**config.mk**
```make
export PLATFORM = sky130hd
export DESIGN_NAME = ble_accessory_pdu_parser_top
export DESIGN_NICKNAME = d
export VERILOG_FILES = /design/src/rtl/blepdu_pkg.sv /design/src/rtl/blepdu_in_reg.sv /design/src/rtl/blepdu_parse.sv /design/src/rtl/blepdu_out_reg.sv /design/src/rtl/ble_accessory_pdu_parser_top.sv
export SDC_FILE = /design/constraint.sdc
export NUM_CORES = 1
export LEC_CHECK = 0
export BUFFER_PORTS_ARGS = -buffer_cell sky130_fd_sc_hd__buf_2
export CORE_ASPECT_RATIO = 0.9
export CORE_MARGIN = 1
export CORE_UTILIZATION = 35
export DETAILED_ROUTE_END_ITERATION = 8
export PLACE_DENSITY = 0.55
export SLEW_MARGIN = 10
export SYNTH_ARGS = -nofsm -noshare
export SYNTH_HDL_FRONTEND = slang
export SYNTH_HIERARCHICAL = 1
export SYNTH_SLANG_ARGS = --single-unit
```
**constraint.sdc**
```tcl
create_clock -name clk -period 6.5 [get_ports clk]
set_input_delay 1.3 -clock clk [delete_from_list [all_inputs] [get_ports clk]]
set_output_delay 1.3 -clock clk [all_outputs]
set_load 0.02 [all_outputs]
```
**src/rtl/blepdu_pkg.sv**
```systemverilog
// Shared types and constants for the accessory PDU parser.
// Holds the control field masks, the item and result structs, phase codes and status codes.
// No dependencies; every other file imports this package.
package blepdu_pkg;

  // Control field bit masks.
  localparam logic [7:0] CTRL_RSVD_MASK = 8'h70;   // reserved bits, must be zero
  localparam logic [7:0] CTRL_TYPE_MASK = 8'h0E;   // type field
  localparam logic [7:0] CTRL_TYPE_RSP  = 8'h02;   // type code of a response
  localparam logic [7:0] CTRL_LEN_BIT   = 8'h01;   // length bit, must be zero

  // Parse phases.
  localparam logic [3:0] PH_CTRL     = 4'd0;
  localparam logic [3:0] PH_REQ_OPC  = 4'd1;
  localparam logic [3:0] PH_REQ_TID  = 4'd2;
  localparam logic [3:0] PH_IID_LO   = 4'd3;
  localparam logic [3:0] PH_IID_HI   = 4'd4;
  localparam logic [3:0] PH_RSP_TID  = 4'd5;
  localparam logic [3:0] PH_RSP_STAT = 4'd6;
  localparam logic [3:0] PH_LEN_LO   = 4'd7;
  localparam logic [3:0] PH_LEN_HI   = 4'd8;
  localparam logic [3:0] PH_BODY     = 4'd9;
  localparam logic [3:0] PH_CONT_TID = 4'd10;
  localparam logic [3:0] PH_SINK     = 4'd11;

  // Parse status codes.
  localparam logic [2:0] ST_OK       = 3'd0;
  localparam logic [2:0] ST_BAD_CTRL = 3'd1;
  localparam logic [2:0] ST_BAD_FRAG = 3'd2;
  localparam logic [2:0] ST_TYPE_MIS = 3'd3;
  localparam logic [2:0] ST_TRUNC    = 3'd4;
  localparam logic [2:0] ST_EXCESS   = 3'd5;

  typedef struct packed {
    logic [7:0]  data_byte;
    logic        last_byte;
    logic        continuation_mode;
    logic        first_type;
    logic [15:0] remaining_body_bytes;
    logic [15:0] body_bytes_so_far;
  } item_t;

  typedef struct packed {
    logic        body_valid;
    logic [7:0]  body_byte;
    logic        done_res;
    logic [2:0]  parse_status;
    logic        pdu_type;
    logic        is_continuation;
    logic [7:0]  opcode;
    logic [7:0]  transaction_id;
    logic [15:0] instance_id;
    logic [7:0]  response_status;
    logic [15:0] total_body_length;
    logic [15:0] fragment_body_length;
  } result_t;

endpackage

```
**src/rtl/blepdu_in_reg.sv**
```systemverilog
// Input register stage of the PDU parser; uses blepdu_pkg.
// Captures one item per cycle unless stalled and hands it to the parse stage.
module blepdu_in_reg
  import blepdu_pkg::*;
(
  input  logic  clk,
  input  logic  rst,
  input  logic  in_valid,
  output logic  in_ready,
  input  item_t in_item,
  input  logic  advance,     // downstream takes the held item this cycle
  output logic  held_valid,
  output item_t held_item
);

  logic  valid;
  item_t item;

  assign in_ready   = !valid || advance;
  assign held_valid = valid;
  assign held_item  = item;

  always_ff @(posedge clk) begin
    if (rst) begin
      valid <= 1'b0;
    end else if (in_ready) begin
      valid <= in_valid;
    end
  end

  always_ff @(posedge clk) begin
    if (in_ready && in_valid) begin
      item <= in_item;
    end
  end

endmodule

```
**src/rtl/blepdu_parse.sv**
```systemverilog
// Parse stage: per-PDU state registers and the byte-wise phase logic.
// Produces one result per item in the same cycle; uses blepdu_pkg.
module blepdu_parse
  import blepdu_pkg::*;
(
  input  logic    clk,
  input  logic    rst,
  input  logic    fire,      // the held item is consumed this cycle
  input  item_t   item,
  output result_t res
);

  logic [3:0]  phase, phase_step, phase_next;
  logic [2:0]  error_code, error_code_next;
  logic        latched_mode, latched_mode_next;
  logic        latched_type, latched_type_next;
  logic [7:0]  captured_opcode, captured_opcode_next;
  logic [7:0]  captured_tid, captured_tid_next;
  logic [15:0] captured_iid, captured_iid_next;
  logic [7:0]  captured_status, captured_status_next;
  logic [15:0] announced_length, announced_length_next;
  logic [15:0] body_count, body_count_next;
  logic [15:0] body_allowance, body_allowance_next;
  logic        bvalid;
  logic        ctrl_bad;
  logic [7:0]  b;

  assign b = item.data_byte;
  assign ctrl_bad = ((b & CTRL_RSVD_MASK) != 8'd0) || ((b & CTRL_LEN_BIT) != 8'd0) ||
                    (((b & CTRL_TYPE_MASK) != 8'd0) &&
                     ((b & CTRL_TYPE_MASK) != CTRL_TYPE_RSP));

  always_comb begin
    phase_step            = phase;
    error_code_next       = error_code;
    latched_mode_next     = latched_mode;
    latched_type_next     = latched_type;
    captured_opcode_next  = captured_opcode;
    captured_tid_next     = captured_tid;
    captured_iid_next     = captured_iid;
    captured_status_next  = captured_status;
    announced_length_next = announced_length;
    body_count_next       = body_count;
    body_allowance_next   = body_allowance;
    bvalid                = 1'b0;

    case (phase)
      PH_CTRL: begin
        // A control byte starts a new PDU and clears everything captured.
        error_code_next       = ST_OK;
        latched_mode_next     = item.continuation_mode;
        latched_type_next     = 1'b0;
        captured_opcode_next  = 8'd0;
        captured_tid_next     = 8'd0;
        captured_iid_next     = 16'd0;
        captured_status_next  = 8'd0;
        announced_length_next = 16'd0;
        body_count_next       = 16'd0;
        body_allowance_next   = 16'd0;
        if (ctrl_bad) begin
          error_code_next = ST_BAD_CTRL;
          phase_step      = PH_SINK;
        end else begin
          latched_type_next = b[1];
          if (b[7] != item.continuation_mode) begin
            error_code_next = ST_BAD_FRAG;
            phase_step      = PH_SINK;
          end else if (item.continuation_mode) begin
            if (b[1] != item.first_type) begin
              error_code_next = ST_TYPE_MIS;
              phase_step      = PH_SINK;
            end else begin
              announced_length_next = item.remaining_body_bytes;
              body_allowance_next   =
                (item.remaining_body_bytes >= item.body_bytes_so_far) ?
                (item.remaining_body_bytes - item.body_bytes_so_far) : 16'd0;
              phase_step            = PH_CONT_TID;
            end
          end else begin
            phase_step = b[1] ? PH_RSP_TID : PH_REQ_OPC;
          end
        end
      end
      PH_REQ_OPC: begin
        captured_opcode_next = b;
        phase_step           = PH_REQ_TID;
      end
      PH_REQ_TID: begin
        captured_tid_next = b;
        phase_step        = PH_IID_LO;
      end
      PH_IID_LO: begin
        captured_iid_next = {8'd0, b};
        phase_step        = PH_IID_HI;
      end
      PH_IID_HI: begin
        captured_iid_next = {b, captured_iid[7:0]};
        phase_step        = PH_LEN_LO;
      end
      PH_RSP_TID: begin
        captured_tid_next = b;
        phase_step        = PH_RSP_STAT;
      end
      PH_RSP_STAT: begin
        captured_status_next = b;
        phase_step           = PH_LEN_LO;
      end
      PH_LEN_LO: begin
        announced_length_next = {8'd0, b};
        phase_step            = PH_LEN_HI;
      end
      PH_LEN_HI: begin
        announced_length_next = {b, announced_length[7:0]};
        body_allowance_next   = {b, announced_length[7:0]};
        phase_step            = PH_BODY;
      end
      PH_CONT_TID: begin
        captured_tid_next = b;
        phase_step        = PH_BODY;
      end
      PH_BODY: begin
        if (body_count < body_allowance) begin
          bvalid          = 1'b1;
          body_count_next = 16'(body_count + 16'd1);
        end else begin
          error_code_next = ST_EXCESS;
          phase_step      = PH_SINK;
        end
      end
      default: begin
        phase_step = PH_SINK;
      end
    endcase

    // Ending anywhere but after the fixed parameters or inside the body is short.
    if (item.last_byte && (error_code_next == ST_OK) &&
        (phase_step != PH_LEN_LO) && (phase_step != PH_BODY)) begin
      error_code_next = ST_TRUNC;
    end

    phase_next = item.last_byte ? PH_CTRL : phase_step;
  end

  always_comb begin
    res.body_valid           = bvalid;
    res.body_byte            = bvalid ? b : 8'd0;
    res.done_res             = item.last_byte;
    res.parse_status         = error_code_next;
    res.opcode               = captured_opcode_next;
    res.transaction_id       = captured_tid_next;
    res.instance_id          = captured_iid_next;
    res.response_status      = captured_status_next;
    res.total_body_length    = announced_length_next;
    res.fragment_body_length = body_count_next;
    if (error_code_next == ST_BAD_CTRL) begin
      res.is_continuation = 1'b0;
      res.pdu_type        = 1'b0;
    end else if (error_code_next == ST_BAD_FRAG) begin
      res.is_continuation = !latched_mode_next;
      res.pdu_type        = latched_type_next;
    end else begin
      res.is_continuation = latched_mode_next;
      res.pdu_type        = latched_type_next;
    end
  end

  always_ff @(posedge clk) begin
    if (rst) begin
      phase            <= PH_CTRL;
      error_code       <= ST_OK;
      latched_mode     <= 1'b0;
      latched_type     <= 1'b0;
      captured_opcode  <= 8'd0;
      captured_tid     <= 8'd0;
      captured_iid     <= 16'd0;
      captured_status  <= 8'd0;
      announced_length <= 16'd0;
      body_count       <= 16'd0;
      body_allowance   <= 16'd0;
    end else if (fire) begin
      phase            <= phase_next;
      error_code       <= error_code_next;
      latched_mode     <= latched_mode_next;
      latched_type     <= latched_type_next;
      captured_opcode  <= captured_opcode_next;
      captured_tid     <= captured_tid_next;
      captured_iid     <= captured_iid_next;
      captured_status  <= captured_status_next;
      announced_length <= announced_length_next;
      body_count       <= body_count_next;
      body_allowance   <= body_allowance_next;
    end
  end

  // A body byte is only ever passed through while no error is pending.
  a_body_ok: assert property (@(posedge clk) disable iff (rst)
    (fire && res.body_valid) |-> (res.parse_status == ST_OK))
    else $error("body byte passed with an error status");

  // The item after a last byte is always parsed as a control byte.
  a_last_restarts: assert property (@(posedge clk) disable iff (rst)
    (fire && item.last_byte) |=> (phase == PH_CTRL))
    else $error("parser did not return to the control phase after a last byte");

  // The body count never runs past the allowance while in the body.
  a_count_bound: assert property (@(posedge clk) disable iff (rst)
    (phase == PH_BODY) |-> (body_count <= body_allowance))
    else $error("body count exceeds allowance");

endmodule

```
**src/rtl/blepdu_out_reg.sv**
```systemverilog
// Output register of the PDU parser.
// Holds one finished result until the downstream side takes it; uses blepdu_pkg.
module blepdu_out_reg
  import blepdu_pkg::*;
(
  input  logic    clk,
  input  logic    rst,
  input  logic    load,       // a new result is written this cycle
  input  result_t load_res,
  output logic    advance,    // the register can take a result this cycle
  output logic    out_valid,
  input  logic    out_ready,
  output result_t out_res
);

  logic    valid;
  result_t res;

  assign advance   = !valid || out_ready;
  assign out_valid = valid;
  assign out_res   = res;

  always_ff @(posedge clk) begin
    if (rst) begin
      valid <= 1'b0;
    end else if (advance) begin
      valid <= load;
    end
  end

  always_ff @(posedge clk) begin
    if (load) begin
      res <= load_res;
    end
  end

endmodule

```
**src/rtl/ble_accessory_pdu_parser_top.sv**
```systemverilog
// Top level of the streaming accessory PDU parser.
// Instantiates blepdu_in_reg, blepdu_parse and blepdu_out_reg; uses blepdu_pkg.
// A byte is held in the input register, parsed combinationally, and its result is
// held in the output register until the master side takes it. Throughput: one byte
// per cycle unless m_tready stalls; the parse logic is a single shallow pass per byte.
// Reset (rst, synchronous, active high) empties both registers and returns the
// parser to expecting a control byte with all captured values cleared.
module ble_accessory_pdu_parser_top
  import blepdu_pkg::*;
(
  input  logic        clk,
  input  logic        rst,
  // Input byte stream.
  input  logic        s_tvalid,
  output logic        s_tready,
  input  logic [39:0] s_tdata,   // data_byte[7:0], remaining_body_bytes[23:8],
                                 // body_bytes_so_far[39:24]
  input  logic [1:0]  s_tuser,   // continuation_mode[0], first_type[1]
  input  logic        s_tlast,   // last_byte
  // Result stream, one result per input item.
  output logic        m_tvalid,
  input  logic        m_tready,
  output logic [87:0] m_tdata,   // body_byte[7:0], parse_status[10:8], pdu_type[11],
                                 // is_continuation[12], opcode[20:13],
                                 // transaction_id[28:21], instance_id[44:29],
                                 // response_status[52:45], total_body_length[68:53],
                                 // fragment_body_length[84:69], zero pad[87:85]
  output logic        m_tuser,   // body_valid
  output logic        m_tlast    // done_res
);

  item_t   s_item;
  item_t   held_item;
  logic    held_valid;
  logic    advance;
  logic    fire;
  result_t parse_res;
  result_t out_res;

  // Unpack the slave side into an item.
  always_comb begin
    s_item.data_byte            = s_tdata[7:0];
    s_item.remaining_body_bytes = s_tdata[23:8];
    s_item.body_bytes_so_far    = s_tdata[39:24];
    s_item.continuation_mode    = s_tuser[0];
    s_item.first_type           = s_tuser[1];
    s_item.last_byte            = s_tlast;
  end

  // The input register accepts a new item whenever its held item moves on,
  // so a stall on the master side pulls s_tready low only once both registers
  // hold an item.
  blepdu_in_reg u_in_reg (
    .clk        (clk),
    .rst        (rst),
    .in_valid   (s_tvalid),
    .in_ready   (s_tready),
    .in_item    (s_item),
    .advance    (advance),
    .held_valid (held_valid),
    .held_item  (held_item)
  );

  // The parse state advances exactly when a held item is written to the output.
  assign fire = held_valid && advance;

  blepdu_parse u_parse (
    .clk  (clk),
    .rst  (rst),
    .fire (fire),
    .item (held_item),
    .res  (parse_res)
  );

  blepdu_out_reg u_out_reg (
    .clk       (clk),
    .rst       (rst),
    .load      (fire),
    .load_res  (parse_res),
    .advance   (advance),
    .out_valid (m_tvalid),
    .out_ready (m_tready),
    .out_res   (out_res)
  );

  // Pack the result onto the master side.
  assign m_tdata = {3'd0,
                    out_res.fragment_body_length,
                    out_res.total_body_length,
                    out_res.response_status,
                    out_res.instance_id,
                    out_res.transaction_id,
                    out_res.opcode,
                    out_res.is_continuation,
                    out_res.pdu_type,
                    out_res.parse_status,
                    out_res.body_byte};
  assign m_tuser = out_res.body_valid;
  assign m_tlast = out_res.done_res;

endmodule
```
==> impl_results.md <==
- RSZ-0062 raised after global routing: no
- Drt first-iter violations: 713
- Area contributors post-synth: edfxtp_1, dfxtp_1, ha_1
- Synth Warn #: 6
- # rows: 59
- Commonest non-fill, non-tap cells in the layout: buf_2, edfxtp_1, dfxtp_1
- RD Place Congestion: 0.8448
- R2R depth: 9
- Cell Pwr Density: 285.0 mW/mm^2
- Port-buffer cells: 135
- Via density: 5.195
- Clk buf depth: 3
- CTS Sinks: 229
- Hold Path Class: register to register
- Router iterations before antenna repair: 7
- Final Hold Fails: 0
- Total Routed Length: 26280 microns
- CTS Buf Count: 26
- Leakage: 4.697 nW
- VDD IR-drop max: ~0.16 mV
- Synthesized area per cell: about 11 sq um
- Antenna violations before repair: 0
- Final core utilization: between 40 and 50%
- CORE AREA: 0.02886 sq mm
- Resize count post-CTS: 0
- Worst Setup Start Kind: register
- Period minus WS final: 3599 ps
- Antenna-violating nets left: 0
- Vias: 7725
- Slew headroom: a little under a quarter
- Worst Hold Slack: between 400 and 500 ps
- Status: complete, no violations
- CP cell instances: ha_1, a21o_1, a211o_1, or3_1, or3_1, nand2_4, nand3_1, or4_1, a31oi_1
- Final setup margin: roughly 2900 ps
- Post-synth top flop: edfxtp_1
- Clock tree from TritonCTS: yes
- Fin Setup TNS: 0 ps
- Post-synthesis sequential area ratio: a little under three fifths
- Vias in the first global route: a little over 7000
- Max incr delay on CP: 600 ps
- Arrival @ worst endpoint: 4040 ps
- Fmax: ~280 MHz
- Tcrit/Tclk final: 55.37%
- Asr flop ratio synth: 0%
- Slew @ Worst Pin: 1142 ps
- Critical Path Sink Type: register
- Die X: between 150 and 200 microns
- Final #Nets: 1152
- Number of flops mapped to enable cells by yosys: between 100 and 150
- Final Max Slew Viols: 0
- Worst EP required: a little under 7000 ps
- Worst path slowest cell: or4_1
- Global-route wire length before repair: 40180 microns
- Most common cell on crit path: or3_1
- I/O Pins: roughly 140
- Max Cap Violations: 0
- Cell area after synthesis: 0.01028 sq mm
- DR WL/cell: approximately 18 microns
- Setup WS pre-CTS: 2935 ps
- GRT overflow: 0
- Post-route DRC: 0
- Gr usage total: between 10% and 20%
- Worst-path clk slew: 70 ps
- Fill count: 2787
- Largest net degree at the start of global routing: 82
- Synth Register Bits: 229
- Post-synth top area share: 37.97%
- Die area: 0.03007 sq mm
- Area grow syn2layout: 18.48%
- Post-Syn Instances: 955
- Final HPWL DP: around 17000 microns
- Later-pin clock latency in the skew report: ~540 ps
- Worst Setup Path Type: register to register
- Synth unique cells: 64
- # H-tree levels: 1
- Yosys top cell by area: edfxtp_1
- Starting density of the core: 35.62%
- Final setup vio count: 0
- # diodes: 0
- CP max FO: 15
- Layout cell share with drive strength beyond 1: between 10% and 20%
- WHS Path Cells: 2
- Post-CTS Hold Buffers: 0
- Commonest non-fill, non-tap cell in the layout: buf_2
- Clock skew: 17.06 ps
- Postcts setup bufs: 0
- Clk root buf: clkbuf_16
- Die Y-Extent: 164.6 microns
cells by family after synthesis:
group | count (synthesis) | share of synthesized area (%)
flops | 229 | 57.24
xor+xnor | 12 | 1.022
other cells | 1 | 0.03647
compound gates | 247 | 16.67
buf+inv | 131 | 5.147
fa+ha+maj | 34 | 4.210
simple gates | 264 | 12.07
mux | 37 | 3.602
metal layers:
metal	GRT usage, %	vias up	routed length (microns)
met1	24.10	3665	12590
met2	27.24	246	11690
met4	4.660	0	559
li1	-	3776	-
met3	2.756	38	1437
met5	0	-	0
final timing paths:
kind / end / startpoint / slack, ps
max: u_parse/body_count[9] / u_parse/body_count[13] / 2900
min: u_parse/captured_tid[7] / u_parse/captured_tid[7] / 470
max reg2reg: u_parse/body_count[9] / u_parse/body_count[13] / 2900
min reg2reg: u_parse/captured_tid[7] / u_parse/captured_tid[7] / 470
through the flow:
stage / area, sq um / instances / power (mW)
after floorplan: 10290 / 957 / 1.874
after global placement: 11290 / 1439 / 1.983
after detailed placement: 11290 / 1439 / 1.985
after CTS: 12180 / 1487 / 3.509
after global routing: 12180 / 1487 / 3.598
final: 12180 / 1487 / 3.472
synth_stat cells (3+ instances only):
cell / number
a31oi_1: 13
and3_1: 6
a21oi_1: 53
dfxtp_1: 99
nor3_1: 18
o22ai_1: 6
nand2_1: 57
buf_1: 8
xor2_1: 4
a22oi_1: 9
and2_1: 6
o31a_1: 3
xnor2_1: 8
o21a_1: 4
a22o_1: 33
clkbuf_1: 41
or4_1: 8
nor4_1: 4
o31ai_1: 6
nand3_1: 32
mux2i_1: 37
edfxtp_1: 130
a211oi_1: 22
a222oi_1: 15
a21o_1: 6
buf_4: 7
a311oi_1: 4
nand2b_1: 8
or3_1: 9
nand4_1: 8
o21ai_0: 40
ha_1: 33
o211ai_1: 7
a221oi_1: 6
nor2_1: 98
inv_1: 70
sequential cells by signal, indices dropped and copies added (netlist names), 3 cells and up:
| name | flops |
|---|---|
| u_parse/captured_tid | 8 |
| u_parse/captured_iid | 16 |
| u_in_reg/held_item | 43 |
| u_parse/announced_length | 16 |
| u_parse/body_allowance | 16 |
| u_parse/captured_status | 8 |
| u_parse/error_code | 3 |
| u_parse/captured_opcode | 8 |
| u_parse/phase | 4 |
| u_out_reg/out_res | 87 |
| u_parse/body_count | 16 |
critical path, delay by kind of cell (launching register included):
| family | cells | cell delay, ps |
|---|---|---|
| flops | 1 | 450 |
| simple gates | 5 | 2130 |
| fa+ha+maj | 1 | 290 |
| compound gates | 3 | 640 |
layout make-up:
type	instances	area, sq um	area share (%)
flip-flops and latches	229	5886	48.31
inverters	71	266.5	2.188
clock buffers	33	696.9	5.720
repair buffers	146	758.2	6.224
multi-input cells	597	3889	31.92
well taps	396	495.5	4.067
clock inverters	15	191.4	1.571
power breakdown:
group | switching [mW] | internal [mW] | total [mW]
combinational | 0.223 | 0.109 | 0.332
clock | 0.596 | 0.920 | 1.52
sequential | 0.0322 | 1.59 | 1.62
No activity file was read; power rests on OpenSTA's default activity.
